[config.mk]
export PLATFORM = sky130hd
export DESIGN_NAME = grid_bfs_path_planner
export DESIGN_NICKNAME = d
export VERILOG_FILES = /design/src/rtl/core/gbfs_pkg.sv /design/src/rtl/core/gbfs_datapath.sv /design/src/rtl/core/gbfs_ctrl.sv /design/src/rtl/core/grid_bfs_path_planner.sv
export SDC_FILE = /design/constraint.sdc
export NUM_CORES = 2
export LEC_CHECK = 0
export BUFFER_PORTS_ARGS = -buffer_cell sky130_fd_sc_hd__buf_2
export CAP_MARGIN = 20
export CORE_MARGIN = 2
export CORE_UTILIZATION = 50
export CTS_BUF_LIST = sky130_fd_sc_hd__clkbuf_16
export DETAILED_ROUTE_END_ITERATION = 12
export PLACE_DENSITY = 0.74
export SETUP_SLACK_MARGIN = 0.5
export SLEW_MARGIN = 40
export SYNTH_ARGS = -nofsm -noshare
export SYNTH_HDL_FRONTEND = slang
export SYNTH_HIERARCHICAL = 1
export SYNTH_SLANG_ARGS = --single-unit
[constraint.sdc]
create_clock -name clk -period 14 [get_ports clk]
set_clock_uncertainty 0.1 [all_clocks]
set_input_delay 1.4 -clock clk [delete_from_list [all_inputs] [get_ports clk]]
set_output_delay 1.4 -clock clk [all_outputs]
set_load 0.05 [all_outputs]
[src/rtl/core/gbfs_pkg.sv]
// ----------------------------------------------------------------------------
// gbfs_pkg
// Shared types and constants for the grid breadth-first path planner.
// ----------------------------------------------------------------------------
package gbfs_pkg;

  localparam int GridRows  = 10;
  localparam int GridCols  = 10;
  localparam int Cells     = GridRows * GridCols;
  localparam int CellW     = $clog2(Cells);
  localparam int CoordW    = 4;
  localparam int MaxOut    = 32;
  localparam int CntW      = $clog2(MaxOut);

  typedef logic [CellW-1:0]  cell_t;
  typedef logic [CoordW-1:0] coord_t;

  typedef struct packed {
    logic  clr_start;  // clear visited bits, seed queue with start
    logic  pop;        // pop queue head into current cell
    logic  try_nb;     // examine neighbour nb_dir of current cell
    logic  tr_start;   // begin trace from target
    logic  tr_step;    // follow one predecessor link
    logic  em_start;   // begin emission from top of path stack
    logic  em_step;    // consume one path entry
    logic [1:0] nb_dir;
  } gbfs_cmd_t;

  typedef struct packed {
    logic clr_done;
    logic q_empty;
    logic found;
    logic tr_done;
    logic em_done;
    logic em_out;      // current step yields a waypoint
  } gbfs_sts_t;

  function automatic logic blocked(coord_t r, coord_t c, logic [2:0] sel);
    logic b;
    b = (r >= 4'd3) && (r <= 4'd6) && (c >= 4'd3) && (c <= 4'd6);
    case (sel)
      3'd1: b = b | (r == 4'd8 && c == 4'd1);
      3'd2: b = b | (r == 4'd8 && c == 4'd4);
      3'd3: b = b | (r == 4'd8 && c == 4'd8);
      3'd4: b = b | (r == 4'd5 && c == 4'd8);
      3'd5: b = b | (r == 4'd1 && c == 4'd8);
      3'd6: b = b | (r == 4'd1 && c == 4'd5);
      default: b = b;
    endcase
    return b;
  endfunction

endpackage

[src/rtl/core/gbfs_datapath.sv]
// ----------------------------------------------------------------------------
// gbfs_datapath
// Visited bits, predecessor store, queue, path stack and waypoint logic.
// ----------------------------------------------------------------------------
module gbfs_datapath (
  input  logic                clk,
  input  logic                rst,
  input  gbfs_pkg::gbfs_cmd_t cmd,
  output gbfs_pkg::gbfs_sts_t sts,
  input  gbfs_pkg::coord_t    sx,
  input  gbfs_pkg::coord_t    sy,
  input  gbfs_pkg::coord_t    gx,
  input  gbfs_pkg::coord_t    gy,
  input  logic [2:0]          sel,
  output gbfs_pkg::coord_t    wx,
  output gbfs_pkg::coord_t    wy
);
  import gbfs_pkg::*;

  // cell kept as row/col pair; CellW bits index memories as row*Cols+col
  logic [Cells-1:0] visited;
  logic [2*CoordW-1:0] pred [Cells];
  logic [2*CoordW-1:0] queue [Cells];
  logic [2*CoordW-1:0] path [Cells];
  logic [CellW:0] qhead, qtail, plen;
  coord_t cr, cc, tr, tc;
  logic [2:0] prev;
  logic found;
  logic [CntW-1:0] nout;

  function automatic cell_t idx(coord_t r, coord_t c);
    return cell_t'(r * GridCols + c);
  endfunction

  // neighbour of current cell
  coord_t nr, nc;
  logic   nb_ok;
  always_comb begin
    nr = cr;
    nc = cc;
    nb_ok = 1'b1;
    case (cmd.nb_dir)
      2'd0: begin nc = cc + 4'd1; nb_ok = (cc != coord_t'(GridCols-1)); end
      2'd1: begin nc = cc - 4'd1; nb_ok = (cc != '0); end
      2'd2: begin nr = cr + 4'd1; nb_ok = (cr != coord_t'(GridRows-1)); end
      default: begin nr = cr - 4'd1; nb_ok = (cr != '0); end
    endcase
  end
  logic is_goal;
  assign is_goal = (nr == gx) && (nc == gy);

  logic take;
  assign take = nb_ok && !visited[idx(nr, nc)] && (is_goal || !blocked(nr, nc, sel));

  // emission: top entry a = path[plen-1], next b = path[plen-2]
  logic [2*CoordW-1:0] pa, pb;
  logic [2:0] dir;
  always_ff @(posedge clk) begin
    pa <= path[plen[CellW-1:0] - CellW'(1)];
    pb <= path[plen[CellW-1:0] - CellW'(2)];
  end
  always_comb begin
    if (pb[CoordW-1:0] == pa[CoordW-1:0])
      dir = (pb[2*CoordW-1:CoordW] > pa[2*CoordW-1:CoordW]) ? 3'd0 : 3'd1;
    else
      dir = (pb[CoordW-1:0] > pa[CoordW-1:0]) ? 3'd2 : 3'd3;
  end
  assign wx = pa[CoordW-1:0];
  assign wy = pa[2*CoordW-1:CoordW];

  always_ff @(posedge clk) begin
    if (rst) begin
      visited <= '0;
      qhead <= '0;
      qtail <= '0;
      found <= 1'b0;
      plen <= '0;
      prev <= 3'd4;
      nout <= '0;
    end else begin
      if (cmd.clr_start) begin
        // only the start cell is left marked
        visited <= {{(Cells-1){1'b0}}, 1'b1} << idx(sx, sy);
        queue[0] <= {sy, sx};
        qhead <= '0;
        qtail <= (CellW+1)'(1);
        found <= 1'b0;
      end
      if (cmd.pop) begin
        cr <= queue[qhead[CellW-1:0]][CoordW-1:0];
        cc <= queue[qhead[CellW-1:0]][2*CoordW-1:CoordW];
        qhead <= qhead + 1'b1;
      end
      if (cmd.try_nb && take) begin
        visited[idx(nr, nc)] <= 1'b1;
        pred[idx(nr, nc)] <= {cc, cr};
        if (is_goal) found <= 1'b1;
        else if (qtail < (CellW+1)'(Cells)) begin
          queue[qtail[CellW-1:0]] <= {nc, nr};
          qtail <= qtail + 1'b1;
        end
      end
      if (cmd.tr_start) begin
        tr <= gx;
        tc <= gy;
        path[0] <= {gy, gx};
        plen <= (CellW+1)'(1);
      end
      if (cmd.tr_step) begin
        tr <= pred[idx(tr, tc)][CoordW-1:0];
        tc <= pred[idx(tr, tc)][2*CoordW-1:CoordW];
        path[plen[CellW-1:0]] <= pred[idx(tr, tc)];
        plen <= plen + 1'b1;
      end
      if (cmd.em_start) begin
        prev <= 3'd4;
        nout <= '0;
      end
      if (cmd.em_step) begin
        prev <= dir;
        plen <= plen - 1'b1;
        if (sts.em_out) nout <= nout + 1'b1;
      end
    end
  end

  assign sts.clr_done = 1'b1;
  assign sts.q_empty  = (qhead >= qtail);
  assign sts.found    = found;
  assign sts.tr_done  = (tr == sx) && (tc == sy);
  assign sts.em_done  = (plen < (CellW+1)'(2));
  assign sts.em_out   = (dir != prev) && (nout != CntW'(MaxOut-1));

endmodule

[src/rtl/core/gbfs_ctrl.sv]
// ----------------------------------------------------------------------------
// gbfs_ctrl
// Sequencer for search, trace-back and waypoint emission.
// ----------------------------------------------------------------------------
module gbfs_ctrl (
  input  logic                clk,
  input  logic                rst,
  input  logic                in_fire,
  input  logic                trivial,
  input  logic                same,
  output logic                busy,
  input  gbfs_pkg::gbfs_sts_t sts,
  output gbfs_pkg::gbfs_cmd_t cmd,
  output logic                o_load,
  output logic                o_goal,
  output logic                o_reach,
  input  logic                o_free
);
  import gbfs_pkg::*;

  typedef enum logic [8:0] {
    S_IDLE = 9'b000000001, S_CLR  = 9'b000000010, S_POP  = 9'b000000100,
    S_NB   = 9'b000001000, S_TRS  = 9'b000010000, S_TR   = 9'b000100000,
    S_EMS  = 9'b001000000, S_EM   = 9'b010000000, S_FIN  = 9'b100000000
  } state_t;

  state_t state, state_next;
  logic [1:0] nb, nb_next;
  logic reach, reach_next;
  logic rd_wait, rd_wait_next;

  always_ff @(posedge clk) begin
    if (rst) begin
      state <= S_IDLE;
      nb <= '0;
      reach <= 1'b0;
      rd_wait <= 1'b0;
    end else begin
      state <= state_next;
      nb <= nb_next;
      reach <= reach_next;
      rd_wait <= rd_wait_next;
    end
  end

  assign busy = (state != S_IDLE);

  always_comb begin
    state_next = state;
    nb_next = nb;
    reach_next = reach;
    rd_wait_next = 1'b0;
    cmd = '0;
    cmd.nb_dir = nb;
    o_load = 1'b0;
    o_goal = 1'b0;
    o_reach = reach;
    case (state)
      S_IDLE: if (in_fire) begin
        if (trivial) begin reach_next = same; state_next = S_FIN; end
        else state_next = S_CLR;
      end
      // request coordinates are registered by now
      S_CLR: begin cmd.clr_start = 1'b1; state_next = S_POP; end
      S_POP: begin
        if (sts.found) begin reach_next = 1'b1; state_next = S_TRS; end
        else if (sts.q_empty) begin reach_next = 1'b0; state_next = S_FIN; end
        else begin cmd.pop = 1'b1; nb_next = '0; state_next = S_NB; end
      end
      S_NB: begin
        cmd.try_nb = 1'b1;
        nb_next = nb + 2'd1;
        if (nb == 2'd3) state_next = S_POP;
        // found is registered; finishing the four tries is harmless since
        // the goal cell is now visited and further pushes are never read
      end
      S_TRS: begin cmd.tr_start = 1'b1; state_next = S_TR; end
      S_TR: begin
        if (sts.tr_done) state_next = S_EMS;
        else cmd.tr_step = 1'b1;
      end
      S_EMS: begin cmd.em_start = 1'b1; rd_wait_next = 1'b1; state_next = S_EM; end
      S_EM: begin
        if (!rd_wait) begin
          if (sts.em_done) state_next = S_FIN;
          else if (!sts.em_out) begin cmd.em_step = 1'b1; rd_wait_next = 1'b1; end
          else if (o_free) begin
            o_load = 1'b1;
            cmd.em_step = 1'b1;
            rd_wait_next = 1'b1;
          end
        end
      end
      S_FIN: if (o_free) begin o_load = 1'b1; o_goal = 1'b1; state_next = S_IDLE; end
      default: state_next = S_IDLE;
    endcase
  end

endmodule

[src/rtl/core/grid_bfs_path_planner.sv]
// ----------------------------------------------------------------------------
// grid_bfs_path_planner
// Breadth-first shortest path on a 10x10 grid, emits start, turns and target.
// ----------------------------------------------------------------------------
//  channel  dir  fields (low bit up)
//  s_axis   in   tdata: start_x, start_y, goal_x, goal_y
//  m_axis   out  tdata: waypoint_x, waypoint_y, reachable; tlast: last
//  cfg      in   data: extra_obstacle
//
// One request at a time. Search pops each queued cell and tries its four
// neighbours, trace-back follows one predecessor link per path cell, and
// emission walks the path stack from the start towards the target.
// Reset clears all control state; the visited map is cleared on each searched request.
// A stalled output holds the sequencer until the item is taken.
module grid_bfs_path_planner (
  input  logic        clk,
  input  logic        rst,
  input  logic        s_axis_tvalid,
  output logic        s_axis_tready,
  input  logic [15:0] s_axis_tdata,   // start_x, start_y, goal_x, goal_y
  output logic        m_axis_tvalid,
  input  logic        m_axis_tready,
  output logic [15:0] m_axis_tdata,   // waypoint_x, waypoint_y, reachable, zero pad
  output logic        m_axis_tlast,
  input  logic        cfg_valid,
  output logic        cfg_ready,
  input  logic [2:0]  cfg_data        // extra_obstacle
);
  import gbfs_pkg::*;

  logic [2:0] sel;
  coord_t sx, sy, gx, gy, wx, wy;
  logic busy, in_fire, trivial, same, o_load, o_goal, o_reach, o_free;
  gbfs_cmd_t cmd;
  gbfs_sts_t sts;

  assign cfg_ready = 1'b1;
  always_ff @(posedge clk) begin
    if (rst) sel <= '0;
    else if (cfg_valid) sel <= cfg_data;
  end

  assign s_axis_tready = !busy;
  assign in_fire = s_axis_tvalid && s_axis_tready;
  always_ff @(posedge clk) begin
    if (in_fire) begin
      sx <= s_axis_tdata[3:0];
      sy <= s_axis_tdata[7:4];
      gx <= s_axis_tdata[11:8];
      gy <= s_axis_tdata[15:12];
    end
  end

  logic [3:0] ix0, iy0, ix1, iy1;
  assign ix0 = s_axis_tdata[3:0];
  assign iy0 = s_axis_tdata[7:4];
  assign ix1 = s_axis_tdata[11:8];
  assign iy1 = s_axis_tdata[15:12];
  assign same = (ix0 == ix1) && (iy0 == iy1) && !(ix0 >= 4'(GridRows) ||
                iy0 >= 4'(GridCols) || ix1 >= 4'(GridRows) || iy1 >= 4'(GridCols));
  assign trivial = same || ix0 >= 4'(GridRows) || iy0 >= 4'(GridCols) ||
                   ix1 >= 4'(GridRows) || iy1 >= 4'(GridCols);

  gbfs_ctrl u_ctrl (
    .clk, .rst, .in_fire, .trivial, .same, .busy, .sts, .cmd,
    .o_load, .o_goal, .o_reach, .o_free
  );

  gbfs_datapath u_dp (
    .clk, .rst, .cmd, .sts, .sx, .sy, .gx, .gy, .sel, .wx, .wy
  );

  assign o_free = !m_axis_tvalid || m_axis_tready;
  always_ff @(posedge clk) begin
    if (rst) m_axis_tvalid <= 1'b0;
    else if (o_load) m_axis_tvalid <= 1'b1;
    else if (m_axis_tready) m_axis_tvalid <= 1'b0;
  end
  always_ff @(posedge clk) begin
    if (o_load) begin
      m_axis_tdata <= {7'd0, o_reach, o_goal ? gy : wy, o_goal ? gx : wx};
      m_axis_tlast <= o_goal;
    end
  end

  a_no_accept_busy: assert property (@(posedge clk) disable iff (rst)
    busy |-> !s_axis_tready) else $error("input taken while busy");
  a_load_free: assert property (@(posedge clk) disable iff (rst)
    o_load |-> o_free) else $error("output overwritten");
  a_idle_after_last: assert property (@(posedge clk) disable iff (rst)
    (o_load && o_goal) |=> !busy) else $error("not idle after last item");

endmodule
# Word-level counts from Yosys, hierarchy flattened
# Memory sizes are Yosys's and may differ from the RTL's. A register that Yosys moved wholly into a read port is not among the register bits.
# Cells that the tools add are included.
[op_classes]
mux = 100
magnitude_cmp = 15
n_reduce_logical = 51
n_eq_ne = 47
n_addsub = 15
n_bitwise = 8
shifts = 1
multipliers = 3
[ops]
columns = ["cell", "n"]
rows = [
  ["100-bit 2-to-1 mux", 3],
  ["100-bit OR", 1],
  ["1-bit by 7-bit left shift with 100-bit output, first input constant", 1],
  ["8-bit 2-to-1 mux", 11],
  ["9-bit 2-to-1 mux", 9],
  ["9-bit case mux with 9 select lines", 1],
  ["1-bit 2-to-1 mux", 50],
  ["4-bit == test", 7],
  ["8-bit by 1-bit adder with 8-bit output, second input constant", 3],
  ["4-bit 2-to-1 mux", 6],
  ["7-bit by 4-bit adder with 7-bit output", 3],
  ["1-bit logical AND", 19],
  ["4-bit by 3-bit multiplier with 6-bit output, second input constant", 3],
  ["4-bit greater-or-equal comparator, second input constant", 4],
  ["2-bit inequality test, second input constant", 8],
  ["4-bit case mux with 2 select lines", 2],
  ["8-bit OR reduction", 2],
  ["5-bit 2-to-1 mux", 3],
  ["7-bit 2-to-1 mux", 2],
  ["4-bit by 3-bit == test with 1-bit output, second input constant", 3],
  ["2-bit nonzero test", 6],
  ["3-bit == test, second input constant", 3],
  ["9-bit by 1-bit == test with 1-bit output, second input constant", 1],
  ["9-bit by 2-bit == test with 1-bit output, second input constant", 1],
  ["other kinds (54)", 88],
]
[totals]
output_inout_bits = 20
reg_bits = 184
in_bits = 24
mem_count = 3
ram_bits = 2400
[memory_table]
columns = ["memory", "words", "width", "rd", "rd_ports_with_merged_regs", "write_ports", "line", "source"]
rows = [
  ["u_dp.path", 100, 8, 2, 2, 1, "gbfs_datapath.sv:24", "logic [2*CoordW-1:0] path [Cells];"],
  ["u_dp.pred", 100, 8, 1, 0, 1, "gbfs_datapath.sv:22", "logic [2*CoordW-1:0] pred [Cells];"],
  ["u_dp.queue", 100, 8, 1, 1, 1, "gbfs_datapath.sv:23", "logic [2*CoordW-1:0] queue [Cells];"],
]

# Longest topological paths before layout
[depth]
word_depth = 18
mapped_depth = 26
ltp_nobuf = 19

# Hierarchy
# Netlist, hierarchy kept.
[by_module_without_submodules]
columns = ["mod", "n_inst", "cells_per_inst", "seq_area_each_um2", "area_per_inst_um2"]
rows = [
  ["gbfs_datapath", 1, 5452, 75532.4, 109132.2],
  ["grid_bfs_path_planner", 1, 77, 860.8, 1222.4],
  ["gbfs_ctrl", 1, 97, 260.2, 869.6],
]

# Worst setup path before layout
# No wires, ideal clock.
[synth_timing]
kind = "flip-flop to flip-flop"
from = "register u_dp.cr[0] (read register of u_dp.queue)"
to = "memory u_dp/pred[72][0] (netlist bit), enable pin"
period_less_slack_ns = 9.587
path_buffers = 5
t_arrival_ns = 9.092
slack_ns = 4.413
required_time_ns = 13.505
path_stages_with_launch = 16
cell_sequence = "edfxtp_1 -> clkbuf_1 -> inv_1 -> fa_1 -> a21oi_1 -> fa_1 -> clkbuf_1 -> clkbuf_1 -> clkbuf_1 -> mux4_2 -> o21ai_0 -> a22oi_1 -> mux2i_1 -> nand4b_1 -> buf_4 -> nor4_1"
[synth_between]
elab_chain_len = 15
elab_cells_between_ends = 42
cone_classes = "add/sub (3); mul (1); order compare (2); eq/ne (5); mux (8); bitwise (6); reduce/logical (17)"
[synth_rtl]
columns = ["item", "line", "source"]
rows = [
  ["start, declared", "gbfs_datapath.sv:26", "coord_t cr, cc, tr, tc;"],
  ["4-bit by 1-bit subtractor with 4-bit output / 4-bit by 1-bit adder with 4-bit output (equally long branches)", "gbfs_datapath.sv:46, gbfs_datapath.sv:45", ""],
  ["4-bit case mux with 2 select lines *", "gbfs_datapath.sv:42", "case (cmd.nb_dir)"],
  ["net u_dp.nr[1]", "gbfs_datapath.sv:36", "coord_t nr, nc;"],
  ["parallel branches: the longest is 13 deep, another holds 7-bit by 4-bit adder with 7-bit output", "-", ""],
  ["end, declared", "gbfs_datapath.sv:22", ""],
]
# Mark *: on every way through the listed nets, which the timed path passes. The select of a mux whose other input is x is not followed.

# Worst setup path after layout
[layout_timing]
from = "register u_ctrl.nb[0]"
to = "memory u_dp/queue[19][5] (netlist bit), enable pin"
[layout_between]
elab_cells_between_ends = 54
cone_classes = "add/sub (1); mul (1); order compare (4); eq/ne (11); mux (12); bitwise (6); reduce/logical (19)"
[layout_lines]
columns = ["item", "line", "source"]
rows = [
  ["start, declared", "gbfs_ctrl.sv:28", "logic [1:0] nb, nb_next;"],
  ["start signal, assigned", "gbfs_ctrl.sv:40", "nb <= nb_next;"],
  ["2-bit by 1-bit == test with 1-bit output / 2-bit logical NOT (equally long branches)", "gbfs_datapath.sv:42", ""],
  ["4-bit case mux with 2 select lines *", "gbfs_datapath.sv:42", ""],
  ["net u_dp.nc[1]", "gbfs_datapath.sv:36", ""],
  ["parallel branches: the longest is 9 deep, another holds 7-bit by 4-bit adder with 7-bit output", "-", ""],
  ["1-bit 2-to-1 mux *", "gbfs_datapath.sv:94", "if (cmd.try_nb && take) begin"],
  ["1-bit 2-to-1 mux *", "gbfs_datapath.sv:72", "if (rst) begin"],
  ["1-bit 2-to-1 mux (not written as such) *", "gbfs_datapath.sv:99", "queue[qtail[CellW-1:0]] <= {nc, nr};"],
  ["8-bit OR reduction (no source line)", "-", ""],
  ["7-bit 2-to-1 mux (no source line) / 1-bit 2-to-1 mux (equally long branches)", "-", ""],
  ["end, declared", "gbfs_datapath.sv:23", ""],
]
# Marked as above.

==> impl_metrics.json <==
{
  "area_growth_pct": 12.28,
  "grt_pass1_wl_um": 414000,
  "first_iter_violations": 8347,
  "max_stage_delay_ps": 750,
  "dpl.hpwl_um": 176100,
  "track_usage_pct": 25.13,
  "totalNegativeSetupSlack_ps": 0,
  "start_util_pct": 50.17,
  "period_needed_ps": 7522,
  "synth.cell_area_um2": 111200,
  "critical_path_required_ps": 14430,
  "max-cap-violations": 0,
  "layoutNonFillerInstCount": 8896,
  "cts_root_buf": "clkbuf_16",
  "status": "finished, final reports clean",
  "clkPwrFrac_pct": 44.8,
  "arrival_ps": 7950,
  "cts_made_buffers": 282,
  "endpoint_kind": "flip-flop",
  "post-route-util_pct": 56.33,
  "critPathMaxFanout": 37,
  "placed_cells": 8410,
  "tightest_slew_ps": 920.9,
  "reg2reg_depth": 18,
  "die_area_um2": 226200,
  "p_sw_mw": 3.279,
  "wl_per_cell_um": 31.87,
  "finalHoldViolCount": 0,
  "postCtsHoldBufs": 0,
  "fin_hold_ws_ps": 378.6,
  "die_w_um": 475.6,
  "clk_path_buf_depth": 4,
  "cp_num_buf_inv": 2,
  "gp_congestion": 0.9802,
  "power_frac_seq_pct": 52.6,
  "cts.htree.levels": 5,
  "die_height_um": 475.6,
  "postCtsSetupBuffers": 0,
  "placedInstanceArea_um2": 115800,
  "io_buffers": 35,
  "crit_family": "simple AND/OR/NAND/NOR gates",
  "antenna_found_initial": 11,
  "p_sw_share_pct": 20.39,
  "p_int_mw": 12.81,
  "path_common_cell": "nor2_1",
  "grt_pass1_vias": 58980,
  "drcViolationCount": 0,
  "drv_slew": 0,
  "max_freq_ghz": 0.1330,
  "vias_per_cell": 6.671,
  "clk_pin_slew_worst_paths_ps": 60,
  "slew_headroom_pct": 38.54,
  "power.leakage_nw": 37.68,
  "syn_inst": 5624,
  "setup_viol": 0,
  "overflow": 0,
  "crit_slowest_cell": "nand4_1",
  "crit_chain": "nor2b_1 > xnor2_1 > ha_1 > mux2_4 > ha_1 > fa_1 > buf_4 > nor2_1 > a22oi_1 > nor2_1 > a2111oi_0 > a22oi_1 > mux2i_1 > a211oi_1 > nor3_4 > nand4_1 > buf_4 > nor2_1",
  "startpoint_type": "flip-flop",
  "std_cell_rows": 173,
  "drive_gt1_share_pct": 31.72,
  "min_path_cells": 2,
  "num_io_pins": 44,
  "grt_max_degree": 102,
  "vias": 59350,
  "dr.pass1.iters": 6,
  "post_synth.cell_area_avg_um2": 19.77,
  "ys_warn_count": 6,
  "core-area_um2": 221700,
  "period_share_pct": 53.73,
  "cts-resized-gates": 0,
  "cp.depth": 18,
  "cts.sinks": 2608,
  "cts_tree": "yes",
  "irDropWorstVdd_v": 0.0001556,
  "power_density_nw_per_um2": 128.8,
  "final_cell_area_um2": 124900,
  "path_class": "flip-flop to flip-flop",
  "combPwrFrac_pct": 2.5,
  "final_nets": 5802,
  "hold_class": "flip-flop to flip-flop",
  "ant_nets": 0,
  "insertion_delay_ps": 920,
  "drt_wl_total_um": 283500,
  "grt_setup_unrepaired": "no"
}
state kept, by name, summed over array words and instances, names as in the netlist, 5 cells and up:
register,count
u_dp/visited,100
u_dp/nout,5
u_dp/qhead,8
u_ctrl/state,9
u_dp/pa,8
u_dp/pb,8
u_dp/queue,800
u_dp/pred,800
m_axis_tdata,9
u_dp/path,800
u_dp/plen,8
u_dp/qtail,8
metal layers:
layer | GRT usage (%) | wire, µm | part of all wire (%) | vias up
met4 | 9.519 | 11300 | 4.0 | 2
met3 | 4.791 | 27320 | 9.6 | 610
met5 | 0 | 13 | 0.0046 | -
met1 | 35.28 | 109100 | 38 | 31290
met2 | 39.45 | 135800 | 48 | 3689
li1 | - | - | - | 23750
path summary, 6_finish.rpt:
path                       endpoint  slack (ps)           from
setup / recovery  u_dp/queue[19][5]        6480   u_ctrl/nb[0]
hold / removal        u_dp/qtail[7]         380  u_dp/qtail[7]
setup reg to reg  u_dp/queue[19][5]        6480   u_ctrl/nb[0]
hold reg to reg       u_dp/qtail[7]         380  u_dp/qtail[7]
worst min-delay path: stages (launching register included):
cell and delay (ps):
dfxtp_1 310, inv_1 70, nor3_1 50
through the flow:
step                      setup slack [ps]  total power, mW
final                                 6478            16.09
after global routing                  6023            16.52
after CTS                             6397            16.18
after detailed placement              6491            9.024
after global placement                5943            9.014
after floorplan                       4413            8.851
power by group through the flow:
stage          Clock [mW]  Sequential, mW  Combinational, mW
3_5_place_dp            0            8.63              0.392
2_1_floorplan           0            8.61              0.239
5_1_grt              7.63            8.46              0.423
3_3_place_gp            0            8.63              0.381
4_1_cts              7.32            8.47              0.394
6_report             7.21            8.47              0.408
area by class of cell:
class	count	area (µm²)
antenna	6	15.01
clock buffer	291	7282
clock inverter	185	1609
fill	16070	96790
inverter	48	186.4
multi-input combinational	2600	33750
sequential	2608	76680
tap	2975	3722
timing repair buffer	183	1619
cells in the final DEF, fill, tap and decap left out, types with 89 or more instances in the layout:
master     count
inv_1         89
edfxtp_1    2442
clkbuf_16    291
o21ai_0      103
mux4_2      1010
buf_4        104
nand2_1      160
nor2_1       262
dfxtp_1      158
nor2_2       120
Note: power is estimated with default switching activity, not from simulation.
